===== src/sv/battery_level_gauge_hysteresis_top_assert.svh =====
// Assertion macros for the battery level gauge top level.
// Depends on clk and arst_n being visible where the macros are used.
`ifndef BATTERY_LEVEL_GAUGE_HYSTERESIS_TOP_ASSERT_SVH
`define BATTERY_LEVEL_GAUGE_HYSTERESIS_TOP_ASSERT_SVH

// same-cycle implication, checked outside reset
`define BLGH_ASSERT_IMP(lbl, ante, cons, msg) \
	lbl: assert property (@(posedge clk) disable iff (!arst_n) (ante) |-> (cons)) \
		else $error(msg);

// next-cycle implication, checked outside reset
`define BLGH_ASSERT_NEXT(lbl, ante, cons, msg) \
	lbl: assert property (@(posedge clk) disable iff (!arst_n) (ante) |=> (cons)) \
		else $error(msg);

`endif


===== src/sv/blgh_pkg.sv =====
// Shared widths, thresholds and stage structs for the battery level gauge.
// No dependencies.
package blgh_pkg;

	localparam int HIGH_SUM_W = 11;
	localparam int LOW_SUM_W  = 7;
	localparam int SECS_W     = 16;
	localparam int LEVEL_W    = 4;
	localparam int RD_W       = 12;
	localparam int RAW_W      = 13;
	localparam int RUN_W      = 4;

	// low readings must repeat this many times before they count
	localparam int LOW_DEBOUNCE = 10;
	localparam logic [RUN_W-1:0] RUN_MAX = RUN_W'(LOW_DEBOUNCE);

	localparam logic [RAW_W-1:0] TEST_READING = 13'd1550;
	localparam logic [RAW_W-1:0] HIGH_LIMIT   = 13'd1550;
	localparam logic [RAW_W-1:0] LOW_LIMIT    = 13'd1150;

	localparam logic [SECS_W-1:0] OVERTIME_SECS = 16'd600;

	localparam logic [LEVEL_W-1:0] LEVEL_FULL = 4'd8;

	// reading stage to level stage
	typedef struct packed {
		logic              debouncing;
		logic              zero_level;
		logic [RUN_W-1:0]  low_run_nxt;
		logic [RD_W-1:0]   raw_rd;
		logic [RD_W-1:0]   adj_rd;
	} rd_res_t;

	// level stage to result register and state
	typedef struct packed {
		logic [LEVEL_W-1:0] level_nxt;
		logic [LEVEL_W-1:0] held_nxt;
		logic [RD_W-1:0]    adj_rd;
		logic [SECS_W-1:0]  secs_nxt;
		logic               clr_full;
	} lvl_res_t;

endpackage


===== src/sv/blgh_if.sv =====
// Valid/ready channel interfaces for ADC words in and gauge words out.
// Depends on blgh_pkg.
interface blgh_in_if;
	logic                              valid;
	logic                              ready;
	logic [blgh_pkg::HIGH_SUM_W-1:0]   high_sum;
	logic [blgh_pkg::LOW_SUM_W-1:0]    low_sum;
	logic                              charging;
	logic [blgh_pkg::SECS_W-1:0]       charge_seconds;

	modport source (output valid, high_sum, low_sum, charging, charge_seconds, input ready);
	modport sink (input valid, high_sum, low_sum, charging, charge_seconds, output ready);
endinterface

interface blgh_out_if;
	logic                              valid;
	logic                              ready;
	logic [blgh_pkg::LEVEL_W-1:0]      battery_level;
	logic [blgh_pkg::RD_W-1:0]         adjusted_reading;
	logic [blgh_pkg::SECS_W-1:0]       charge_seconds_next;
	logic                              clear_full_count;

	modport source (output valid, battery_level, adjusted_reading, charge_seconds_next,
		clear_full_count, input ready);
	modport sink (input valid, battery_level, adjusted_reading, charge_seconds_next,
		clear_full_count, output ready);
endinterface


===== src/sv/blgh_reading.sv =====
// Average reading, low debounce, offset and charging correction.
// Depends on blgh_pkg.
module blgh_reading (
	input  logic [blgh_pkg::HIGH_SUM_W-1:0] high_sum,
	input  logic [blgh_pkg::LOW_SUM_W-1:0]  low_sum,
	input  logic                            charging,
	input  logic                            force_rd,
	input  logic [blgh_pkg::RUN_W-1:0]      low_run,
	output blgh_pkg::rd_res_t               rd
);
	import blgh_pkg::*;

	logic [RD_W-1:0]  sum;
	logic [RAW_W-1:0] raw;
	logic [RAW_W-1:0] eff;
	logic [RAW_W-1:0] offs;
	logic [RUN_W-1:0] run_inc;
	logic [RD_W-1:0]  off12;

	// (high*16 + low&0xF0) / 8 collapses to (high + low[6:4]) * 2
	assign sum = {1'b0, high_sum} + {{(RD_W-3){1'b0}}, low_sum[6:4]};
	assign raw = force_rd ? TEST_READING : {sum, 1'b0};
	assign run_inc = (low_run < RUN_MAX) ? low_run + 1'b1 : low_run;

	always_comb begin
		// window check and debounce
		rd.debouncing  = 1'b0;
		rd.zero_level  = 1'b0;
		rd.low_run_nxt = '0;
		rd.raw_rd      = raw[RD_W-1:0];
		eff            = raw;
		if (raw < LOW_LIMIT) begin
			rd.low_run_nxt = run_inc;
			if (run_inc < RUN_MAX) begin
				rd.debouncing = 1'b1;
			end else begin
				rd.zero_level = 1'b1;
				eff           = LOW_LIMIT;
			end
		end

		offs  = eff - LOW_LIMIT;
		off12 = offs[RD_W-1:0];

		// charging lifts the cell voltage; pull it back by band
		rd.adj_rd = off12;
		if (charging && off12 < 12'd390) begin
			if (off12 > 12'd360)
				rd.adj_rd = off12 - 12'd10;
			else if (off12 > 12'd300)
				rd.adj_rd = off12 - 12'd20;
			else if (off12 > 12'd200)
				rd.adj_rd = off12 - 12'd30;
			else if (off12 > 12'd50)
				rd.adj_rd = off12 - 12'd40;
		end
	end

endmodule


===== src/sv/blgh_level.sv =====
// Band mapping with hysteresis, full and overtime rules, and the level hold.
// Depends on blgh_pkg.
module blgh_level (
	input  blgh_pkg::rd_res_t              rd,
	input  logic                           charging,
	input  logic [blgh_pkg::SECS_W-1:0]    secs,
	input  logic [blgh_pkg::LEVEL_W-1:0]   level,
	input  logic [blgh_pkg::LEVEL_W-1:0]   held,
	output blgh_pkg::lvl_res_t             res
);
	import blgh_pkg::*;

	logic [LEVEL_W-1:0] lv;
	logic [LEVEL_W-1:0] hd;
	logic [SECS_W-1:0]  sc;
	logic [RD_W-1:0]    r;
	logic               clr;

	always_comb begin
		r   = rd.adj_rd;
		sc  = secs;
		clr = 1'b0;
		lv  = rd.zero_level ? '0 : level;
		hd  = held;

		// full and nearly full
		if (r >= 12'd398)
			lv = 4'd7;
		if (r >= 12'd402) begin
			lv = LEVEL_FULL;
		end else if (r > 12'd380) begin
			if (lv < 4'd6) begin
				clr = 1'b1;
				if (r > 12'd382)
					lv = 4'd6;
			end else if (sc == '0 && r < 12'd396) begin
				lv  = 4'd6;
				clr = 1'b1;
			end
			// overtime at level six
			if (sc > OVERTIME_SECS && r > 12'd395) begin
				sc = OVERTIME_SECS;
				lv = 4'd7;
			end
		end else if (r > 12'd360) begin
			if (!(lv > 4'd5 && r >= 12'd380)) lv = 4'd5;
			sc = '0;
		end else if (r > 12'd330) begin
			if (!(lv > 4'd4 && r >= 12'd360)) lv = 4'd4;
			sc = '0;
		end else if (r > 12'd290) begin
			if (!(lv > 4'd3 && r >= 12'd340)) lv = 4'd3;
			sc = '0;
		end else if (r > 12'd180) begin
			if (!(lv > 4'd2 && r >= 12'd240)) lv = 4'd2;
			sc = '0;
		end else if (r > 12'd0) begin
			if (!(lv > 4'd1 && r >= 12'd170)) lv = 4'd1;
			sc = '0;
		end

		// hold: rise only while charging, fall only otherwise
		if (charging) begin
			if (lv > hd) hd = lv;
		end else begin
			if (lv < hd) hd = lv;
		end
		if (hd != '0)
			lv = hd;

		// a low reading still in debounce changes nothing
		if (rd.debouncing) begin
			res.level_nxt = level;
			res.held_nxt  = held;
			res.adj_rd    = rd.raw_rd;
			res.secs_nxt  = secs;
			res.clr_full  = 1'b0;
		end else begin
			res.level_nxt = lv;
			res.held_nxt  = hd;
			res.adj_rd    = r;
			res.secs_nxt  = sc;
			res.clr_full  = clr;
		end
	end

endmodule


===== src/sv/battery_level_gauge_hysteresis_top.sv =====
// Battery level gauge: input register, one pass of reading and level logic, result register.
// Words pass input then result register; level, hold and debounce state update once per word.
// Throughput: 1 word per cycle while result.ready does not stall the output.
// Reset (arst_n low, asynchronous): level, hold, debounce count, test flag and valids cleared.
// Depends on blgh_pkg, blgh_if, blgh_reading, blgh_level and the assertion header.
`include "battery_level_gauge_hysteresis_top_assert.svh"

module battery_level_gauge_hysteresis_top (
	input  logic        clk,
	input  logic        arst_n,
	input  logic        cfg_we,
	input  logic        cfg_wdata,
	blgh_in_if.sink     adc,
	blgh_out_if.source  result
);
	import blgh_pkg::*;

	// input stage
	logic                  valid_s1;
	logic [HIGH_SUM_W-1:0] high_sum_s1;
	logic [LOW_SUM_W-1:0]  low_sum_s1;
	logic                  charging_s1;
	logic [SECS_W-1:0]     secs_s1;

	// state and config
	logic                  force_q;
	logic [LEVEL_W-1:0]    level_q;
	logic [LEVEL_W-1:0]    held_q;
	logic [RUN_W-1:0]      low_run_q;

	// result register
	logic                  out_valid_q;
	logic [LEVEL_W-1:0]    bl_q;
	logic [RD_W-1:0]       adj_q;
	logic [SECS_W-1:0]     secs_q;
	logic                  clr_q;

	logic                  out_free;
	logic                  adv_s1;
	logic                  take_in;
	rd_res_t               rd;
	lvl_res_t              lvl;

	// handshake
	assign out_free  = !out_valid_q || result.ready;
	assign adv_s1    = valid_s1 && out_free;
	assign adc.ready = !valid_s1 || out_free;
	assign take_in   = adc.valid && adc.ready;

	// test flag register
	always_ff @(posedge clk or negedge arst_n) begin
		if (!arst_n) begin
			force_q <= 1'b0;
		end else if (cfg_we) begin
			force_q <= cfg_wdata;
		end
	end

	// input register
	always_ff @(posedge clk or negedge arst_n) begin
		if (!arst_n) begin
			valid_s1 <= 1'b0;
		end else if (adc.ready) begin
			valid_s1 <= adc.valid;
		end
	end

	always_ff @(posedge clk) begin
		if (take_in) begin
			high_sum_s1 <= adc.high_sum;
			low_sum_s1  <= adc.low_sum;
			charging_s1 <= adc.charging;
			secs_s1     <= adc.charge_seconds;
		end
	end

	blgh_reading u_reading (
		.high_sum (high_sum_s1),
		.low_sum  (low_sum_s1),
		.charging (charging_s1),
		.force_rd (force_q),
		.low_run  (low_run_q),
		.rd       (rd)
	);

	blgh_level u_level (
		.rd       (rd),
		.charging (charging_s1),
		.secs     (secs_s1),
		.level    (level_q),
		.held     (held_q),
		.res      (lvl)
	);

	// gauge state, updated as each word leaves the input stage
	always_ff @(posedge clk or negedge arst_n) begin
		if (!arst_n) begin
			level_q   <= '0;
			held_q    <= '0;
			low_run_q <= '0;
		end else if (adv_s1) begin
			level_q   <= lvl.level_nxt;
			held_q    <= lvl.held_nxt;
			low_run_q <= rd.low_run_nxt;
		end
	end

	// result register
	always_ff @(posedge clk or negedge arst_n) begin
		if (!arst_n) begin
			out_valid_q <= 1'b0;
		end else if (out_free) begin
			out_valid_q <= valid_s1;
		end
	end

	always_ff @(posedge clk) begin
		if (adv_s1) begin
			bl_q   <= lvl.level_nxt;
			adj_q  <= lvl.adj_rd;
			secs_q <= lvl.secs_nxt;
			clr_q  <= lvl.clr_full;
		end
	end

	assign result.valid               = out_valid_q;
	assign result.battery_level       = bl_q;
	assign result.adjusted_reading    = adj_q;
	assign result.charge_seconds_next = secs_q;
	assign result.clear_full_count    = clr_q;

	// checks
	`BLGH_ASSERT_IMP(a_run_sat, 1'b1, low_run_q <= RUN_MAX, "debounce count past limit")
	`BLGH_ASSERT_IMP(a_level_range, 1'b1, level_q <= LEVEL_FULL, "level above full")
	`BLGH_ASSERT_IMP(a_hold_follow, held_q != '0, level_q == held_q, "level differs from hold")
	`BLGH_ASSERT_NEXT(a_debounce_keep, adv_s1 && rd.debouncing, $stable(level_q) && $stable(held_q),
		"level moved during low debounce")

endmodule

===== src/flat_wrapper.sv =====
// flat-port wrapper written by rule: the top's interface ports become plain ports
module battery_level_gauge_hysteresis_top_flat import blgh_pkg::*;
  (clk, arst_n, cfg_we, cfg_wdata, adc_valid, adc_high_sum, adc_low_sum, adc_charging, adc_charge_seconds, adc_ready, result_valid, result_battery_level, result_adjusted_reading, result_charge_seconds_next, result_clear_full_count, result_ready);
  blgh_in_if adc_i ();
  blgh_out_if result_i ();
  input  logic clk;
  input  logic arst_n;
  input  logic cfg_we;
  input  logic cfg_wdata;
  input wire logic [$bits(adc_i.valid)-1:0] adc_valid;
  input wire logic [$bits(adc_i.high_sum)-1:0] adc_high_sum;
  input wire logic [$bits(adc_i.low_sum)-1:0] adc_low_sum;
  input wire logic [$bits(adc_i.charging)-1:0] adc_charging;
  input wire logic [$bits(adc_i.charge_seconds)-1:0] adc_charge_seconds;
  output wire logic [$bits(adc_i.ready)-1:0] adc_ready;
  output wire logic [$bits(result_i.valid)-1:0] result_valid;
  output wire logic [$bits(result_i.battery_level)-1:0] result_battery_level;
  output wire logic [$bits(result_i.adjusted_reading)-1:0] result_adjusted_reading;
  output wire logic [$bits(result_i.charge_seconds_next)-1:0] result_charge_seconds_next;
  output wire logic [$bits(result_i.clear_full_count)-1:0] result_clear_full_count;
  input wire logic [$bits(result_i.ready)-1:0] result_ready;
  assign adc_i.valid = adc_valid;
  assign adc_i.high_sum = adc_high_sum;
  assign adc_i.low_sum = adc_low_sum;
  assign adc_i.charging = adc_charging;
  assign adc_i.charge_seconds = adc_charge_seconds;
  assign adc_ready = adc_i.ready;
  assign result_valid = result_i.valid;
  assign result_battery_level = result_i.battery_level;
  assign result_adjusted_reading = result_i.adjusted_reading;
  assign result_charge_seconds_next = result_i.charge_seconds_next;
  assign result_clear_full_count = result_i.clear_full_count;
  assign result_i.ready = result_ready;
  battery_level_gauge_hysteresis_top u_core (.clk(clk), .arst_n(arst_n), .cfg_we(cfg_we), .cfg_wdata(cfg_wdata), .adc(adc_i), .result(result_i));
endmodule

===== config.mk =====
export PLATFORM = sky130hd
export DESIGN_NAME = battery_level_gauge_hysteresis_top_flat
export DESIGN_NICKNAME = d
export VERILOG_FILES = /design/src/sv/blgh_pkg.sv /design/src/sv/blgh_if.sv /design/src/sv/blgh_reading.sv /design/src/sv/blgh_level.sv /design/src/sv/battery_level_gauge_hysteresis_top.sv /design/src/flat_wrapper.sv
export VERILOG_INCLUDE_DIRS = /design/src /design/src/sv
export SDC_FILE = /design/constraint.sdc
export NUM_CORES = 1
export LEC_CHECK = 0
export BUFFER_PORTS_ARGS = -buffer_cell sky130_fd_sc_hd__buf_2
export CAP_MARGIN = 0
export CORE_MARGIN = 3
export CORE_UTILIZATION = 60
export CTS_CLUSTER_SIZE = 28
export DETAILED_ROUTE_END_ITERATION = 6
export PLACE_DENSITY_LB_ADDON = 0.12
export SLEW_MARGIN = 20
export SYNTH_ARGS = -nofsm -noshare
export SYNTH_HDL_FRONTEND = slang
export SYNTH_SLANG_ARGS = --single-unit

===== constraint.sdc =====
create_clock -name clk -period 12.2 [get_ports clk]
set_clock_uncertainty 0.05 [all_clocks]
set_input_delay 0.61 -clock clk [delete_from_list [all_inputs] [get_ports clk]]
set_output_delay 0.61 -clock clk [all_outputs]
set_load 0.01 [all_outputs]

==> flow_summary_export.csv <==
group,metric,value,unit
outcome,outcome,"completed",
placement,dpl-instance-area,0.00675,sq mm
critical_path,crit_fanout,20,
clocking,cts_setup_buffers,0,
layout,drive_gt1_share,19.4,%
power_and_ir_drop,internal_power,0.000611,W
route,drt_drc_violations_left,0,
route,first_pass_iters,6,
sta,max_slew_margin,28.4,%
critical_path,cp_common_cell,"ha_1",
sta,fin_crit,10.62,ns
critical_path,cpMaxStageDelayCell,"a211oi_1",
placement,dp_cells,866,
route,routed_wl,17.9,mm
clocking,postCtsHoldBufs,0,
yosys,synth_top_flop_cell,"edfxtp_1",
route,topRoutingLayerUsed,"met4",
critical_path,max_stage_delay,0.70,ns
yosys,synth_edf_count,63,
critical_path,startpoint_type,"flop",
sta,worst_pin_slew,1.07,ns
clocking,clkTransAtPathRegs,0.09,ns
route,wl_met2,8.56,mm
layout,fin_nets,809,
route,avgViaCountPerCell,6.83,
floorplanning,start_util,63.2,%
sta,clock.fmax,94.2,MHz
power_and_ir_drop,p_leak,2.60,nW
power_and_ir_drop,p_seq_share,34.5,%
power_and_ir_drop,p_switching,0.000456,W
global_routing,grt_pass1_wl,28.9,mm
global_routing,grt_overflow_total,0,
clocking,cts_resized,0,
yosys,synth.mux.area_fraction,2.42,%
placement,place_congestion,1.01,
floorplanning,ioPinCount,76,
yosys,syn_inst,684,
placement,detailed_place_hpwl,13.5,mm
global_routing,grt_pass1_vias,5811,
sta,fin_crit_sh,87.0,%
yosys,synth_area,0.00632,sq mm
yosys,yosys_warnings,0,
clocking,clock_latency,0.37,ns
sta,slew_violations,0,
clocking,cts.sinks,78,
critical_path,worst-setup-path-type,"flop to flop",
clocking,clockRootBuffer,"clkbuf_8",
yosys,synth_fa_ha_area_share,4.87,%
yosys,ys_ff_latch,78,
route,met3_length,1.71,mm
sta,grt_setup_unrepaired,"no",
yosys,avgSynthCellArea,9.24,sq um
critical_path,crit_required,12.33,ns
yosys,synth_compound_area_share,30.6,%
clocking,cts_made_buffers,9,
layout,final_cell_mix,"70 x buf_2, 64 x nand2_1, 63 x edfxtp_1",
power_and_ir_drop,combPwrFrac,46.8,%
global_routing,grt_util_all_layers,31.2,%
critical_path,end_kind,"flop",
power_and_ir_drop,power,0.00107,W
yosys,seq_area_frac_synth,35.9,%
floorplanning,core_area,0.0100,sq mm
yosys,synth_top_family_by_area,"compound AO/OA/AOI/OAI gates",
layout,final_cells,882,
power_and_ir_drop,switching_share,42.7,%
yosys,async_reset_ff_share,19.2,%
job,maxCapViolations,0,
floorplanning,row_count,36,
layout,final_common_cell,"buf_2",
floorplanning,fp.dieArea,0.0118,sq mm
route,num_vias,6021,
route,wl_per_cell,20.3,um
global_routing,grt_start_max_net_pins,40,
clocking,cts_buffer_depth,2,
placement,port_buffers,70,
power_and_ir_drop,ir_drop,0.000130,V
route,wl_met1,7.09,mm
layout,area_growth,10.1,%
layout,final_area,0.00696,sq mm
layout,antenna_cells,0,
clocking,h-tree-depth,3,
route,final_antenna_net_count,0,
floorplanning,die_w,109,um
power_and_ir_drop,power_density,153,mW/mm^2
global_routing,antenna_found_initial,0,
sta,setup-violations-final,0,
layout,num-fill-cells,775,
yosys,synth.net_count,749,
critical_path,cp.arrival,10.75,ns
yosys,synth_cell_types,103,
yosys,synth-simple-area-share,20.8,%
yosys,synth_xor_xnor_area_share,1.66,%
sta,fin_setup_tns,0,ns
worst_hold_path,hp-class,"input pin to asynchronous set/reset pin",
route,drt_iter0_markers,610,
sta,finalHoldViolCount,0,
power_and_ir_drop,p_clk_share,18.6,%
floorplanning,die_y,109,um
clocking,cts_tree,"built",
[cells by family after synthesis]
| logic type | after synthesis |
|---|---|
| muxes | 13 |
| xor gates and xnor gates | 12 |
| and+or+nand+nor | 248 |
| AOI/OAI and AO/OA | 254 |
| buffers and inverters | 54 |
| DFF | 78 |
| adders and majority gates | 24 |
| other | 1 |
[sequential cells by signal, summed over array words and instances (netlist names)]
register	cells
u_core.low_sum_s1	3
u_core.result.clear_full_count	1
u_core.result.battery_level	4
u_core.secs_s1	16
u_core.result.valid	1
u_core.charging_s1	1
u_core.high_sum_s1	11
u_core.force_q	1
u_core.result.charge_seconds_next	16
u_core.level_q	4
u_core.valid_s1	1
u_core.held_q	4
u_core.result.adjusted_reading	11
u_core.low_run_q	4
[final timing paths]
| kind | startpoint | slack [ns] | cells past startpoint | endpoint |
|---|---|---|---|---|
| worst max-delay path | u_core.low_sum_s1[4] | 1.58 | 38 | u_core.result.battery_level[0] |
| worst min-delay path | arst_n | 0.09 | 1 | u_core.low_run_q[2] |
| worst max register to register | u_core.low_sum_s1[4] | 1.58 | 38 | u_core.result.battery_level[0] |
| worst min register to register | u_core.valid_s1 | 0.44 | 1 | u_core.result.valid |
| max in group asynchronous | arst_n | 11.73 | 1 | u_core.level_q[1] |
| min in group clk | adc_high_sum[4] | 0.36 | 1 | u_core.high_sum_s1[4] |
[cell usage after synthesis (all sizes together) (8+ instances only)]
library cell  number  share of area (%)
nand2             64                3.8
edfxtp            63                 30
nor2              55                3.4
a21oi             45                4.0
o21ai             42                3.4
nand3             28                2.5
inv               26                1.5
ha                23                4.6
and2              22                2.2
buf               16                1.4
o211ai            16                1.9
a211oi            15                2.4
a31oi             15                1.5
dfrtp             15                5.9
nor3              15                1.3
clkbuf            11               0.65
o21a              11                1.3
a21o              10                1.2
nor4              10                1.5
xnor2             10                1.4
a2111oi            9                1.9
nor2b              9               0.89
mux2               8                1.4
nand4              8               0.79
[worst max-delay path, delay by kind of cell (launching register included)]
family,cells,cell delay [ns]
compound gates,19,5.39
flops,1,0.36
mux,1,0.49
buf+inv,3,0.59
simple gates,10,1.98
fa+ha+maj,5,1.58
[cell type report]
cell class,count,area [sq um],share of cell area [%]
clock buffers,10,128,1.83
clock inverters,6,70.1,1.01
inverters,27,101,1.46
multi-input cells,552,3830,55.1
flip-flops and latches,78,2270,32.6
well taps,133,166,2.39
repair buffers,76,395,5.68
[through the flow]
step	utilization, %	hold WS [ns]	worst slack, ns
floorplan	-	0.264	3.36
global placement	67.5	0.424	2.05
detailed placement	67.5	0.430	1.90
CTS	69.5	0.0971	1.80
global route	69.6	0.0933	0.852
finish	69.6	0.0885	1.58
[layer usage]
metal  up-vias  global-route usage [%]
met4         0                    10.6
met1      2853                    40.2
met5         -                       0
li1       2789                       -
met3        57                    6.16
met2       322                    52.6
[power by group through the flow]
stage | Sequential (W) | Combinational (W) | Clock [W]
6_report | 0.000368 | 0.000500 | 0.000199
5_1_grt | 0.000373 | 0.000547 | 0.000213
4_1_cts | 0.000367 | 0.000488 | 0.000201
3_5_place_dp | 0.000372 | 0.000485 | 0
3_3_place_gp | 0.000371 | 0.000475 | 0
2_1_floorplan | 0.000374 | 0.000354 | 0
Note: power is estimated with default switching activity, not from simulation.
